<file path="src/rtl/core/assert_macros.svh">
// Assertion macros shared by the watchdog servicer RTL.
`ifndef ASSERT_MACROS_SVH
`define ASSERT_MACROS_SVH

`ifndef SYNTHESIS

// Concurrent check that is switched off while reset is asserted.
`define QAWS_ASSERT(lbl, clk, rst_n, prop, msg) \
  lbl: assert property (@(posedge clk) disable iff (!rst_n) prop) else $error(msg);

// Concurrent check that also holds during reset.
`define QAWS_ASSERT_ALWAYS(lbl, clk, prop, msg) \
  lbl: assert property (@(posedge clk) prop) else $error(msg);

`else

`define QAWS_ASSERT(lbl, clk, rst_n, prop, msg)
`define QAWS_ASSERT_ALWAYS(lbl, clk, prop, msg)

`endif

`endif

</file>
<file path="src/rtl/core/qaws_pkg.sv">
// Shared types and constants of the watchdog servicer.
package qaws_pkg;

  localparam int COUNT_WIDTH     = 32;
  localparam int RT_WIDTH        = 32;
  localparam int CMP_WIDTH       = (COUNT_WIDTH > RT_WIDTH) ? COUNT_WIDTH : RT_WIDTH;
  localparam int CFG_DATA_WIDTH  = 32;
  localparam int CFG_INDEX_WIDTH = 3;
  localparam int TARGET_WIDTH    = 7;
  localparam int REG_WIDTH       = 8;
  localparam int DATA_WIDTH      = 8;

  localparam logic [RT_WIDTH-1:0]     RESPONSE_TIME_RST = 32'd48000;
  localparam logic [DATA_WIDTH-1:0]   POLY_RST          = 8'b0000_0111;
  localparam logic [DATA_WIDTH-1:0]   FIXED_POLY        = 8'b0000_0111;
  localparam logic [DATA_WIDTH-1:0]   CRC_MSB_MASK      = 8'h80;
  localparam logic [TARGET_WIDTH-1:0] TARGET_RST        = 7'h69;
  localparam logic [REG_WIDTH-1:0]    QUESTION_REG_RST  = 8'h17;
  localparam logic [REG_WIDTH-1:0]    ANSWER_REG_RST    = 8'h18;

  typedef enum logic [CFG_INDEX_WIDTH-1:0] {
    CFG_RESPONSE_TIME = 3'd0,
    CFG_SERVICE_EN    = 3'd1,
    CFG_ANSWER_MODE   = 3'd2,
    CFG_ANSWER_POLY   = 3'd3,
    CFG_TARGET_ADDR   = 3'd4,
    CFG_QUESTION_REG  = 3'd5,
    CFG_ANSWER_REG    = 3'd6,
    CFG_PEC_EN        = 3'd7
  } cfg_idx_t;

  typedef enum logic {
    REQ_TICK     = 1'b0,
    REQ_QUESTION = 1'b1
  } req_type_t;

  typedef enum logic {
    BUS_OP_READ  = 1'b0,
    BUS_OP_WRITE = 1'b1
  } bus_op_t;

  typedef enum logic {
    MODE_FIXED = 1'b0,
    MODE_POLY  = 1'b1
  } answer_mode_t;

  typedef struct packed {
    logic [RT_WIDTH-1:0]     response_time_us;
    logic                    service_enable;
    logic                    answer_mode;
    logic [DATA_WIDTH-1:0]   answer_polynomial;
    logic [TARGET_WIDTH-1:0] target_address;
    logic [REG_WIDTH-1:0]    question_register;
    logic [REG_WIDTH-1:0]    answer_register;
    logic                    pec_enable;
  } cfg_t;

endpackage

</file>
<file path="src/rtl/core/qaws_in_if.sv">
// Input channel of the watchdog servicer: ticks and question bytes.
interface qaws_in_if;
  logic                              valid;
  logic                              ready;
  logic                              req_type;
  logic                              power_good;
  logic [qaws_pkg::DATA_WIDTH-1:0]   question_byte;

  modport source (output valid, output req_type, output power_good,
                  output question_byte, input ready);
  modport sink (input valid, input req_type, input power_good,
                input question_byte, output ready);
endinterface

</file>
<file path="src/rtl/core/qaws_out_if.sv">
// Result channel of the watchdog servicer: bus transfer requests.
interface qaws_out_if;
  logic                              valid;
  logic                              ready;
  logic                              bus_op;
  logic [qaws_pkg::TARGET_WIDTH-1:0] bus_target;
  logic [qaws_pkg::REG_WIDTH-1:0]    bus_register;
  logic                              bus_pec;
  logic [qaws_pkg::DATA_WIDTH-1:0]   bus_data;

  modport source (output valid, output bus_op, output bus_target,
                  output bus_register, output bus_pec, output bus_data, input ready);
  modport sink (input valid, input bus_op, input bus_target,
                input bus_register, input bus_pec, input bus_data, output ready);
endinterface

</file>
<file path="src/rtl/core/qaws_cfg_regs.sv">
// Configuration register file of the watchdog servicer.
module qaws_cfg_regs (
  input  logic                                  clk,
  input  logic                                  rst_n,
  input  logic                                  cfg_we,
  input  logic [qaws_pkg::CFG_INDEX_WIDTH-1:0]  cfg_index,
  input  logic [qaws_pkg::CFG_DATA_WIDTH-1:0]   cfg_wdata,
  output qaws_pkg::cfg_t                        cfg
);

  qaws_pkg::cfg_t cfg_r;
  qaws_pkg::cfg_t cfg_nxt;

  always_comb begin
    cfg_nxt = cfg_r;
    if (cfg_we) begin
      unique case (qaws_pkg::cfg_idx_t'(cfg_index))
        qaws_pkg::CFG_RESPONSE_TIME:
          cfg_nxt.response_time_us = cfg_wdata[qaws_pkg::RT_WIDTH-1:0];
        qaws_pkg::CFG_SERVICE_EN:   cfg_nxt.service_enable = cfg_wdata[0];
        qaws_pkg::CFG_ANSWER_MODE:  cfg_nxt.answer_mode    = cfg_wdata[0];
        qaws_pkg::CFG_ANSWER_POLY:
          cfg_nxt.answer_polynomial = cfg_wdata[qaws_pkg::DATA_WIDTH-1:0];
        qaws_pkg::CFG_TARGET_ADDR:
          cfg_nxt.target_address = cfg_wdata[qaws_pkg::TARGET_WIDTH-1:0];
        qaws_pkg::CFG_QUESTION_REG:
          cfg_nxt.question_register = cfg_wdata[qaws_pkg::REG_WIDTH-1:0];
        qaws_pkg::CFG_ANSWER_REG:
          cfg_nxt.answer_register = cfg_wdata[qaws_pkg::REG_WIDTH-1:0];
        qaws_pkg::CFG_PEC_EN:       cfg_nxt.pec_enable     = cfg_wdata[0];
        default:                    cfg_nxt = cfg_r;
      endcase
    end
  end

  always_ff @(posedge clk) begin
    if (!rst_n) begin
      cfg_r.response_time_us  <= qaws_pkg::RESPONSE_TIME_RST;
      cfg_r.service_enable    <= 1'b0;
      cfg_r.answer_mode       <= qaws_pkg::MODE_FIXED;
      cfg_r.answer_polynomial <= qaws_pkg::POLY_RST;
      cfg_r.target_address    <= qaws_pkg::TARGET_RST;
      cfg_r.question_register <= qaws_pkg::QUESTION_REG_RST;
      cfg_r.answer_register   <= qaws_pkg::ANSWER_REG_RST;
      cfg_r.pec_enable        <= 1'b1;
    end else begin
      cfg_r <= cfg_nxt;
    end
  end

  assign cfg = cfg_r;

endmodule

</file>
<file path="src/rtl/core/qaws_crc8.sv">
// Unrolled MSB-first CRC-8 of one question byte.
module qaws_crc8 (
  input  logic [qaws_pkg::DATA_WIDTH-1:0] question_byte,
  input  logic                            answer_mode,
  input  logic [qaws_pkg::DATA_WIDTH-1:0] answer_polynomial,
  output logic [qaws_pkg::DATA_WIDTH-1:0] answer
);

  logic [qaws_pkg::DATA_WIDTH-1:0] poly;
  logic [qaws_pkg::DATA_WIDTH-1:0] crc;

  // An unknown mode value cannot occur in one bit; anything but fixed mode uses the register.
  assign poly = (answer_mode == qaws_pkg::MODE_FIXED) ? qaws_pkg::FIXED_POLY
                                                      : answer_polynomial;

  always_comb begin
    crc = question_byte;
    for (int i = 0; i < qaws_pkg::DATA_WIDTH; i++) begin
      if ((crc & qaws_pkg::CRC_MSB_MASK) != '0) begin
        crc = {crc[qaws_pkg::DATA_WIDTH-2:0], 1'b0} ^ poly;
      end else begin
        crc = {crc[qaws_pkg::DATA_WIDTH-2:0], 1'b0};
      end
    end
  end

  assign answer = crc;

endmodule

</file>
<file path="src/rtl/core/qaws_core.sv">
// Servicing datapath: input stage, tick counter, wait flag and result register.
`include "assert_macros.svh"

module qaws_core (
  input  logic                               clk,
  input  logic                               rst_n,
  input  qaws_pkg::cfg_t                     cfg,
  input  logic                               in_valid,
  output logic                               in_ready,
  input  logic                               in_req_type,
  input  logic                               in_power_good,
  input  logic [qaws_pkg::DATA_WIDTH-1:0]    in_question_byte,
  output logic                               out_valid,
  input  logic                               out_ready,
  output logic                               out_bus_op,
  output logic [qaws_pkg::TARGET_WIDTH-1:0]  out_bus_target,
  output logic [qaws_pkg::REG_WIDTH-1:0]     out_bus_register,
  output logic                               out_bus_pec,
  output logic [qaws_pkg::DATA_WIDTH-1:0]    out_bus_data
);

  localparam int CntW = qaws_pkg::COUNT_WIDTH;
  localparam int CmpW = qaws_pkg::CMP_WIDTH;
  localparam int DatW = qaws_pkg::DATA_WIDTH;

  // Input stage.
  logic            s1_valid_r, s1_valid_nxt;
  logic            s1_req_r;
  logic            s1_pg_r;
  logic [DatW-1:0] s1_q_r;

  // Servicing state.
  logic [CntW-1:0] count_r, count_nxt;
  logic            await_r, await_nxt;

  // Result register.
  logic                              out_valid_r, out_valid_nxt;
  logic                              op_r;
  logic [qaws_pkg::TARGET_WIDTH-1:0] target_r;
  logic [qaws_pkg::REG_WIDTH-1:0]    reg_r;
  logic                              pec_r;
  logic [DatW-1:0]                   data_r;

  logic            res_valid;
  logic            res_op;
  logic [DatW-1:0] res_data;
  logic [DatW-1:0] answer;
  logic [CntW-1:0] count_inc;
  logic            s1_adv;
  logic            load;
  logic            in_fire;

  qaws_crc8 u_crc8 (
    .question_byte     (s1_q_r),
    .answer_mode       (cfg.answer_mode),
    .answer_polynomial (cfg.answer_polynomial),
    .answer            (answer)
  );

  assign count_inc = (&count_r) ? count_r : count_r + 1'b1;

  always_comb begin
    count_nxt = count_r;
    await_nxt = await_r;
    res_valid = 1'b0;
    res_op    = qaws_pkg::BUS_OP_READ;
    res_data  = '0;
    if (s1_valid_r) begin
      if (s1_req_r == qaws_pkg::REQ_TICK) begin
        if (!cfg.service_enable || !s1_pg_r) begin
          count_nxt = '0;
          await_nxt = 1'b0;
        end else if (!await_r) begin
          count_nxt = count_inc;
          if (CmpW'(count_inc) >= CmpW'(cfg.response_time_us)) begin
            await_nxt = 1'b1;
            res_valid = 1'b1;
          end
        end
      end else if (await_r) begin
        count_nxt = '0;
        await_nxt = 1'b0;
        res_valid = 1'b1;
        res_op    = qaws_pkg::BUS_OP_WRITE;
        res_data  = answer;
      end
    end
  end

  // The input stage moves on unless it holds a result that cannot enter the result register.
  assign s1_adv   = !res_valid || !out_valid_r || out_ready;
  assign in_ready = !s1_valid_r || s1_adv;
  assign in_fire  = in_valid && in_ready;
  assign load     = s1_valid_r && res_valid && s1_adv;

  always_comb begin
    s1_valid_nxt = s1_valid_r;
    if (in_ready) begin
      s1_valid_nxt = in_valid;
    end
    out_valid_nxt = out_valid_r;
    if (load) begin
      out_valid_nxt = 1'b1;
    end else if (out_ready) begin
      out_valid_nxt = 1'b0;
    end
  end

  always_ff @(posedge clk) begin
    if (!rst_n) begin
      s1_valid_r  <= 1'b0;
      count_r     <= '0;
      await_r     <= 1'b0;
      out_valid_r <= 1'b0;
    end else begin
      s1_valid_r  <= s1_valid_nxt;
      out_valid_r <= out_valid_nxt;
      if (s1_valid_r && s1_adv) begin
        count_r <= count_nxt;
        await_r <= await_nxt;
      end
    end
  end

  always_ff @(posedge clk) begin
    if (in_fire) begin
      s1_req_r <= in_req_type;
      s1_pg_r  <= in_power_good;
      s1_q_r   <= in_question_byte;
    end
    if (load) begin
      op_r     <= res_op;
      target_r <= cfg.target_address;
      reg_r    <= (res_op == qaws_pkg::BUS_OP_WRITE) ? cfg.answer_register
                                                     : cfg.question_register;
      pec_r    <= cfg.pec_enable;
      data_r   <= res_data;
    end
  end

  assign out_valid        = out_valid_r;
  assign out_bus_op       = op_r;
  assign out_bus_target   = target_r;
  assign out_bus_register = reg_r;
  assign out_bus_pec      = pec_r;
  assign out_bus_data     = data_r;

  `QAWS_ASSERT(a_read_starts_wait, clk, rst_n, (load && res_op == qaws_pkg::BUS_OP_READ) |=> await_r, "read issued without entering wait")
  `QAWS_ASSERT(a_write_clears, clk, rst_n, (load && res_op == qaws_pkg::BUS_OP_WRITE) |=> (!await_r && count_r == '0), "answer did not clear count and wait")
  `QAWS_ASSERT(a_wait_freezes, clk, rst_n, (await_r && $past(await_r)) |-> (count_r == $past(count_r)), "count moved while waiting")
  `QAWS_ASSERT(a_stage_kept, clk, rst_n, (s1_valid_r && !s1_adv) |=> s1_valid_r, "held item dropped from input stage")

endmodule

</file>
<file path="src/rtl/core/qa_watchdog_servicer.sv">
// Top level of the question-and-answer watchdog servicer.
//
// The input channel carries items of two kinds: a one-microsecond tick with
// the power-good level sampled alongside, and a question byte that a bus read
// returned. While servicing is enabled and power-good is high, ticks advance a
// saturating count; otherwise the count clears and any wait is dropped.
// When the count reaches the response time, a bus read of the question
// register is issued on the result channel and ticks stop counting until the
// question arrives. A question received while waiting is answered with its
// CRC-8 in a bus write to the answer register, and the count restarts.
// The user must write configuration through the cfg_ port only while the
// block is idle; the block itself does not enforce this.
// An accepted item is registered in the input stage, and its result, if any,
// in the result register. One item is accepted per clock cycle while ready
// is high; the counter update and unrolled CRC between the input stage and
// the result register are combinational. When the receiver stalls, the
// result register holds its item and the input stage keeps taking items;
// ready drops only when the item it holds also has a result waiting.
// Synchronous reset clears both stages, the count and the wait flag, and
// restores every configuration register to its default.
module qa_watchdog_servicer (
  input  logic                                 clk,
  input  logic                                 rst_n,
  qaws_in_if.sink                              in_ch,
  qaws_out_if.source                           out_ch,
  input  logic                                 cfg_we,
  input  logic [qaws_pkg::CFG_INDEX_WIDTH-1:0] cfg_index,
  input  logic [qaws_pkg::CFG_DATA_WIDTH-1:0]  cfg_wdata
);

  // Current register settings, shared with the datapath as one bundle.
  qaws_pkg::cfg_t cfg;

  qaws_cfg_regs u_cfg_regs (
    .clk       (clk),
    .rst_n     (rst_n),
    .cfg_we    (cfg_we),
    .cfg_index (cfg_index),
    .cfg_wdata (cfg_wdata),
    .cfg       (cfg)
  );

  // Counter, wait flag, CRC and result register.
  qaws_core u_core (
    .clk              (clk),
    .rst_n            (rst_n),
    .cfg              (cfg),
    .in_valid         (in_ch.valid),
    .in_ready         (in_ch.ready),
    .in_req_type      (in_ch.req_type),
    .in_power_good    (in_ch.power_good),
    .in_question_byte (in_ch.question_byte),
    .out_valid        (out_ch.valid),
    .out_ready        (out_ch.ready),
    .out_bus_op       (out_ch.bus_op),
    .out_bus_target   (out_ch.bus_target),
    .out_bus_register (out_ch.bus_register),
    .out_bus_pec      (out_ch.bus_pec),
    .out_bus_data     (out_ch.bus_data)
  );

endmodule
</file>
<file path="src/flat_wrapper.sv">
// flat-port wrapper written by rule: the top's interface ports become plain ports
module qa_watchdog_servicer_flat 
  (clk, rst_n, cfg_we, cfg_index, cfg_wdata, in_ch_valid, in_ch_req_type, in_ch_power_good, in_ch_question_byte, in_ch_ready, out_ch_valid, out_ch_bus_op, out_ch_bus_target, out_ch_bus_register, out_ch_bus_pec, out_ch_bus_data, out_ch_ready);
  qaws_in_if in_ch_i ();
  qaws_out_if out_ch_i ();
  input  logic clk;
  input  logic rst_n;
  input  logic cfg_we;
  input  logic [qaws_pkg::CFG_INDEX_WIDTH-1:0] cfg_index;
  input  logic [qaws_pkg::CFG_DATA_WIDTH-1:0] cfg_wdata;
  input wire logic [$bits(in_ch_i.valid)-1:0] in_ch_valid;
  input wire logic [$bits(in_ch_i.req_type)-1:0] in_ch_req_type;
  input wire logic [$bits(in_ch_i.power_good)-1:0] in_ch_power_good;
  input wire logic [$bits(in_ch_i.question_byte)-1:0] in_ch_question_byte;
  output wire logic [$bits(in_ch_i.ready)-1:0] in_ch_ready;
  output wire logic [$bits(out_ch_i.valid)-1:0] out_ch_valid;
  output wire logic [$bits(out_ch_i.bus_op)-1:0] out_ch_bus_op;
  output wire logic [$bits(out_ch_i.bus_target)-1:0] out_ch_bus_target;
  output wire logic [$bits(out_ch_i.bus_register)-1:0] out_ch_bus_register;
  output wire logic [$bits(out_ch_i.bus_pec)-1:0] out_ch_bus_pec;
  output wire logic [$bits(out_ch_i.bus_data)-1:0] out_ch_bus_data;
  input wire logic [$bits(out_ch_i.ready)-1:0] out_ch_ready;
  assign in_ch_i.valid = in_ch_valid;
  assign in_ch_i.req_type = in_ch_req_type;
  assign in_ch_i.power_good = in_ch_power_good;
  assign in_ch_i.question_byte = in_ch_question_byte;
  assign in_ch_ready = in_ch_i.ready;
  assign out_ch_valid = out_ch_i.valid;
  assign out_ch_bus_op = out_ch_i.bus_op;
  assign out_ch_bus_target = out_ch_i.bus_target;
  assign out_ch_bus_register = out_ch_i.bus_register;
  assign out_ch_bus_pec = out_ch_i.bus_pec;
  assign out_ch_bus_data = out_ch_i.bus_data;
  assign out_ch_i.ready = out_ch_ready;
  qa_watchdog_servicer u_core (.clk(clk), .rst_n(rst_n), .in_ch(in_ch_i), .out_ch(out_ch_i), .cfg_we(cfg_we), .cfg_index(cfg_index), .cfg_wdata(cfg_wdata));
endmodule
</file>
<file path="config.mk">
export PLATFORM = sky130hd
export DESIGN_NAME = qa_watchdog_servicer_flat
export DESIGN_NICKNAME = d
export VERILOG_FILES = /design/src/rtl/core/qaws_pkg.sv /design/src/rtl/core/qaws_in_if.sv /design/src/rtl/core/qaws_out_if.sv /design/src/rtl/core/qaws_cfg_regs.sv /design/src/rtl/core/qaws_crc8.sv /design/src/rtl/core/qaws_core.sv /design/src/rtl/core/qa_watchdog_servicer.sv /design/src/flat_wrapper.sv
export VERILOG_INCLUDE_DIRS = /design/src /design/src/rtl/core
export SDC_FILE = /design/constraint.sdc
export NUM_CORES = 1
export LEC_CHECK = 0
export BUFFER_PORTS_ARGS = -buffer_cell sky130_fd_sc_hd__buf_2
export CORE_MARGIN = 1.5
export CORE_UTILIZATION = 37
export CTS_BUF_LIST = sky130_fd_sc_hd__clkbuf_16
export DETAILED_ROUTE_END_ITERATION = 12
export GPL_TIMING_DRIVEN = 1
export HOLD_SLACK_MARGIN = 0.12
export MAX_ROUTING_LAYER = met4
export PLACE_DENSITY = 0.55
export SLEW_MARGIN = 25
export SYNTH_ARGS = -nofsm -noshare
export SYNTH_HDL_FRONTEND = slang
export SYNTH_SLANG_ARGS = --single-unit
</file>
<file path="constraint.sdc">
create_clock -name clk -period 10.1 [get_ports clk]
set_input_delay 2.02 -clock clk [delete_from_list [all_inputs] [get_ports clk]]
set_output_delay 2.02 -clock clk [all_outputs]
set_load 0.02 [all_outputs]
</file>
; ---- Word level (Yosys, flattened, before mapping)
; Cells that the tools add are included.
[classes]
n_lt_le_gt_ge = 1
bitwise_logic = 8
reduce_logical = 28
mux = 28
eq_ne = 9
add_sub_neg = 1
[ops]
columns = operator, n
row1 = two-way mux 32 bit, 5
row2 = two-way mux 8 bit, 10
row3 = bitwise XOR 8 bit, 8
row4 = "adder 32 x 1 -> 32 bit, second input constant", 1
row5 = greater-or-equal comparator 32 bit, 1
row6 = AND reduction 32 bit, 1
row7 = AND reduction 2 bit, 9
row8 = two-way mux 1 bit, 13
row9 = "equality test 3 bit, second input constant", 4
row10 = AND reduction 4 bit, 2
row11 = "equality test 3 x 2 -> 1 bit, second input constant", 2
row12 = logical NOT 1 bit, 5
row13 = logical AND 1 bit, 4
row14 = logical OR 1 bit, 4
row15 = "equality test 3 x 1 -> 1 bit, second input constant", 1
row16 = logical NOT 3 bit, 1
row17 = "!= test 3 x 2 -> 1 bit, second input constant", 1
row18 = AND reduction 3 bit, 1
row19 = "!= test 2 x 1 -> 1 bit, second input constant", 1
row20 = nonzero test 2 bit, 1
[word_totals]
wordCells = 96
register_bits = 136

; ---- Longest topological paths before layout
[logic_depth]
ltp_word = 17
mapped_depth = 29
ltp_nobuf = 25

; ---- By module
; From an unflattened synthesis, not the netlist that was laid out.
[unflattened]
cells_unflattened = 970
hier_area_um2 = 8778.4
[by_module_without_submodules]
columns = mod, cells_each, seq_area_each_um2, area_each_um2, n_inst
row1 = qaws_core, 486, 1751.7, 4494.3, 1
row2 = qaws_cfg_regs, 270, 1321.3, 2696.3, 1
row3 = qaws_crc8, 214, 0.0, 1587.8, 1

; ---- Worst setup path before layout
; Ideal clock, no wire load.
[synth_path]
path_type = flip-flop to output port
startpoint = reg u_core.u_core.count_r[6]
endpoint = out in_ch_ready
path_slack_ps = 3892
stages_incl_launch_ff = 27
arrival_ps = 4188
path_buffers = 2
required_time_ps = 8080
path_cell_list = dfxtp_1 > clkbuf_1 > nand4_1 > nor2_1 > nand3_1 > nor2_1 > nand4_1 > nand2b_1 > clkbuf_1 > and4_1 > nand3_1 > nor2_1 > xor2_1 > ha_1 > a21o_1 > a21o_1 > a21o_1 > a21oi_1 > nor2b_1 > o21ai_0 > nand2b_1 > a21oi_1 > o31ai_1 > a31oi_1 > o31ai_1 > nand2_1 > or2_2
[synth_via]
elab_chain_len = 12
word_cells_on_any_way = 13
classes_between = 1 x add/sub / 1 x order compare / 6 x mux / 5 x reduce/logical
[synth_lines]
columns = item, line_no
row1 = start: declaration, qaws_core.sv:33  ; logic [CntW-1:0] count_r, count_nxt;
row2 = start signal: assignment, qaws_core.sv:119  ; count_r <= count_nxt;
row3 = adder 32 x 1 -> 32 bit / AND reduction 32 bit (equally long branches), qaws_core.sv:60  ; assign count_inc = (&count_r) ? count_r : count_r + 1'b1;
row4 = two-way mux 32 bit *, qaws_core.sv:60
row5 = greater-or-equal comparator 32 bit *, qaws_core.sv:75  ; if (CmpW'(count_inc) >= CmpW'(cfg.response_time_us)) begin
row6 = two-way mux 1 bit *, qaws_core.sv:75
row7 = two-way mux 1 bit *, qaws_core.sv:73  ; end else if (!await_r) begin
row8 = two-way mux 1 bit *, qaws_core.sv:70  ; if (!cfg.service_enable || !s1_pg_r) begin
row9 = two-way mux 1 bit *, qaws_core.sv:69  ; if (s1_req_r == qaws_pkg::REQ_TICK) begin
row10 = two-way mux 1 bit *, qaws_core.sv:68  ; if (s1_valid_r) begin
row11 = logical NOT 1 bit *, qaws_core.sv:91  ; assign s1_adv = !res_valid || !out_valid_r || out_ready;
row12 = logical OR 1 bit * (2 in series), qaws_core.sv:91
row13 = logical OR 1 bit *, qaws_core.sv:92  ; assign in_ready = !s1_valid_r || s1_adv;
row14 = end: declaration, flat_wrapper.sv:15  ; output wire logic [$bits(in_ch_i.ready)-1:0] in_ch_ready;
; Mark *: on every way between the ends. The rest lies on a longest branch, timed or not.

; ---- Worst setup path in the final report
[layout_path]
startpoint = reg u_core.u_core.count_r[14]
endpoint = out in_ch_ready
; Same word-level chain as after synthesis.

==> parameters.txt <==
Parameter                              Value

Clock tree
  Maximum level of the CTS H-tree ... 4
  Clk_lat worst skew ... 0.43 ns
  Largest buffer count on any clock path ... 2
  Postcts setup bufs ... 0
  Num CTS Buffers ... 17
  Clock tree from TritonCTS ... yes
  Clock transition at the registers of the reported paths ... approximately 0.070 ns
  Number of instances resized during post-cts repair ... 0
  Clock Root Buffer ... clkbuf_16
  Clk sink count ... ~140
  Hold-fix buffer count after cts ... 0

Global route
  Number of global-route vias before repair ... roughly 6500
  Total congestion overflow ... 0
  Global Route Usage Sum ... between 10% and 20%
  Initial antenna violation count ... 0
  Largest net degree at the start of global routing ... 103
  First-pass GRT wire length ... ~34000 um

Floorplan
  Die area ... 23200 um^2
  Number of rows in the core area ... 54
  Floorplan Core Area ... 21900 um^2
  I/O pin count ... 77
  Vertical extent of the die ... roughly 150 um
  Initial core utilization ... a little under two fifths
  Die extent in x ... approximately 150 um

Yosys
  Distinct cell type count of the synthesized netlist ... 77
  Post-synth EDFFs ... 35
  Cells after Synth ... 1011
  Top cell types by occurrence after synthesis ... nand2_1, dfxtp_1, a21boi_0, nor2_1, clkbuf_1
  Largest cells by area after synthesis ... dfxtp_1, edfxtp_1, nand2_1
  Area of the mapped netlist ... between 8000 and 9000 um^2
  Async set-or-reset flop fraction in the synthesized netlist ... 0%
  Nets in the synthesized netlist ... 1094
  Per-instance average area after synthesis ... 8.17 um^2
  Most frequent cell after synthesis ... nand2_1
  Most used flip-flop cell after synthesis ... dfxtp_1
  Area share of the largest cell type after synthesis ... about 24%
  Number of warnings reported in the yosys synthesis log ... 0
  Library cell occupying the most area in the post-synthesis netlist ... dfxtp_1
  Flip-flop and latch count after synthesis ... 136
  Portion of the post-synthesis area used by sequential elements ... a little under two fifths

Pwr
  Combinational share of power ... just over 9%
  Register share of total power ... 43.3%
  Internal power ... ~1 mW
  Fraction of power consumed by the clock network ... 47.5%
  Leak Pwr ... about 3.7 nW
  Total power ... around 1.3 mW
  Switching power ... 0.356 mW
  Power Density ... around 140 nW/um^2
  Switching part of the total ... between 20% and 30%
  Largest voltage drop on the vdd net ... about 0.00011 V

STA
  Post-route worst hold slack ... about 0.43 ns
  Unrepaired setup endpoints after global routing ... no
  Highest clock rate ... 133 MHz
  Clock skew after layout ... about 0.0076 ns
  Tmin final ... ~7.5 ns
  Number of hold-slack violations in the final timing report ... 0
  Worst slew slack as a fraction of its limit ... between 30% and 40%
  Transition time at the pin with the least slew margin ... around 1 ns
  TNS Setup ... 0 ns
  Worst path setup slack after routing ... roughly 2.6 ns
  Final Slew Violations ... 0
  Portion of the clock cycle consumed by the worst path in the final layout ... between 70% and 80%
  Finish-stage setup viols ... 0

Placement
  Half-perimeter wire length after placement ... about 14000 um
  Placement Cell Area ... slightly below 9000 um^2
  Worst-case setup slack after placement ... 3.01 ns
  Global placement routability congestion ... 0.802
  Port Buffers ... 76
  Cells after DPL ... 1310

Setup path
  Data required time at the worst endpoint ... 8.08 ns
  Worst path max stage delay ... roughly 0.49 ns
  Data arrival time at the worst-slack endpoint ... between 5 and 6 ns
  Capturing element type of the critical path ... output pin
  Startpoint-to-endpoint class of the critical path ... register to output pin
  Critical path's top delay family ... simple AND/OR/NAND/NOR gates
  Worst-path cell with the longest stage delay ... a31oi_1
  Buf/Inv on CP ... 1
  Most repeated library cell on the critical path ... a21o_1
  Maximum net fanout on the critical path ... 9
  Startpoint type of the worst setup path ... register
  Register-to-register setup slack ... approximately 4.0 ns

Run
  Reported max-cap violation count ... 0

Layout
  Diode insertion count for antenna repair ... 0
  Final cell count without fillers ... 1342
  Growth of design area from synthesis to finish ... 13.6%
  Fraction of layout cells with a size suffix above 1 ... between 10 and 15%
  Layout Cell Area excl Fill ... 9390 um^2
  End-of-flow core utilization ... between 40 and 50%
  Net count reported at finish ... around 1100

Routing
  DRC violations left ... 0
  DR WL/cell ... between 15 and 20 um
  Via-per-instance ratio ... approximately 5.2
  Detailed-route via count ... 7000
  Iter 0 DRT Violations ... around 470
  Final ANT Viol Nets ... 0
  Number of detailed-route iterations in the first pass ... 5
  Wire length after detailed routing ... approximately 20000 um

Run status
  Run status ... finished clean

Hold path
  Hold WC Path Type ... register to register
power by group through the flow:
stage          clock network [mW]  logic [mW]  registers [mW]
3_3_place_gp                    0       0.123           0.592
4_1_cts                     0.651       0.124           0.581
2_1_floorplan                   0      0.0972           0.584
5_1_grt                     0.673       0.137           0.582
6_report                    0.636       0.124           0.581
3_5_place_dp                    0       0.124           0.593
flip-flops by register name (all words and copies together) (netlist names):
name and flops:
u_core.u_core.s1_req_r 1, u_core.u_core.out_bus_target 7, u_core.u_cfg_regs.cfg 66, u_core.u_core.out_bus_pec 1, u_core.u_core.s1_pg_r 1, u_core.u_core.out_bus_register 8
u_core.u_core.out_valid 1, u_core.u_core.out_bus_op 1, u_core.u_core.s1_q_r 8, u_core.u_core.await_r 1, u_core.u_core.s1_valid_r 1, u_core.u_core.count_r 32
u_core.u_core.out_bus_data 8
cell type report:
type | instances | area [um^2]
clock buffer | 18 | 450
multi-input combinational | 767 | 4770
tap | 280 | 350
sequential | 136 | 3070
fill | 2273 | 12500
clock inverter | 14 | 146
timing repair buffer | 82 | 425
inverter | 45 | 169
worst paths after layout:
kind                                          endpoint                              startpoint  depth (start not counted)
max                                        in_ch_ready  u_core.u_core.count_r[14]$_SDFFE_PN0P_                         25
min          u_core.u_core.out_bus_target[5]$_DFFE_PP_  u_core.u_cfg_regs.cfg[22]$_SDFFE_PN1P_                          0
max reg2reg     u_core.u_core.count_r[31]$_SDFFE_PN0P_  u_core.u_core.count_r[14]$_SDFFE_PN0P_                         25
min reg2reg  u_core.u_core.out_bus_target[5]$_DFFE_PP_  u_core.u_cfg_regs.cfg[22]$_SDFFE_PN1P_                          0
cells by family (layout without fill, tap and decap cells):
logic type | after synthesis | count (layout) | synth area share [%]
compound gates | 237 | 237 | 20.6
mux | 11 | 11 | 1.42
xor+xnor | 61 | 61 | 6.94
fa+ha+maj | 33 | 33 | 5.00
buf+inv | 108 | 159 | 5.28
simple gates | 425 | 425 | 23.5
flops | 136 | 136 | 37.2
routing by layer:
layer	global-route usage (%)	vias to the layer above	part of all wire, %
li1	-	3600	-
met1	23.6	3250	49
met2	29.3	134	47
met3	3.33	16	3.5
met4	4.90	0	0.97
met5	-	-	0
cell usage in the layout (no fill, tap or decap), types with 13 or more instances in the layout:
master | Yosys | layout
nand2b_1 | 13 | 13
xor2_1 | 20 | 20
nand2_1 | 224 | 224
edfxtp_1 | 35 | 35
nand3_1 | 50 | 50
nor3_1 | 14 | 13
a21boi_0 | 57 | 57
a21o_1 | 18 | 18
o21ai_0 | 43 | 43
o221a_2 | 13 | 13
dfxtp_1 | 101 | 101
xnor2_1 | 38 | 37
o211ai_1 | 15 | 15
nor2_1 | 55 | 54
a21oi_1 | 34 | 34
ha_1 | 33 | 33
inv_1 | 42 | 42
buf_2 | 4 | 76
clkbuf_16 | 0 | 18
Note: power is estimated with default switching activity, not from simulation.
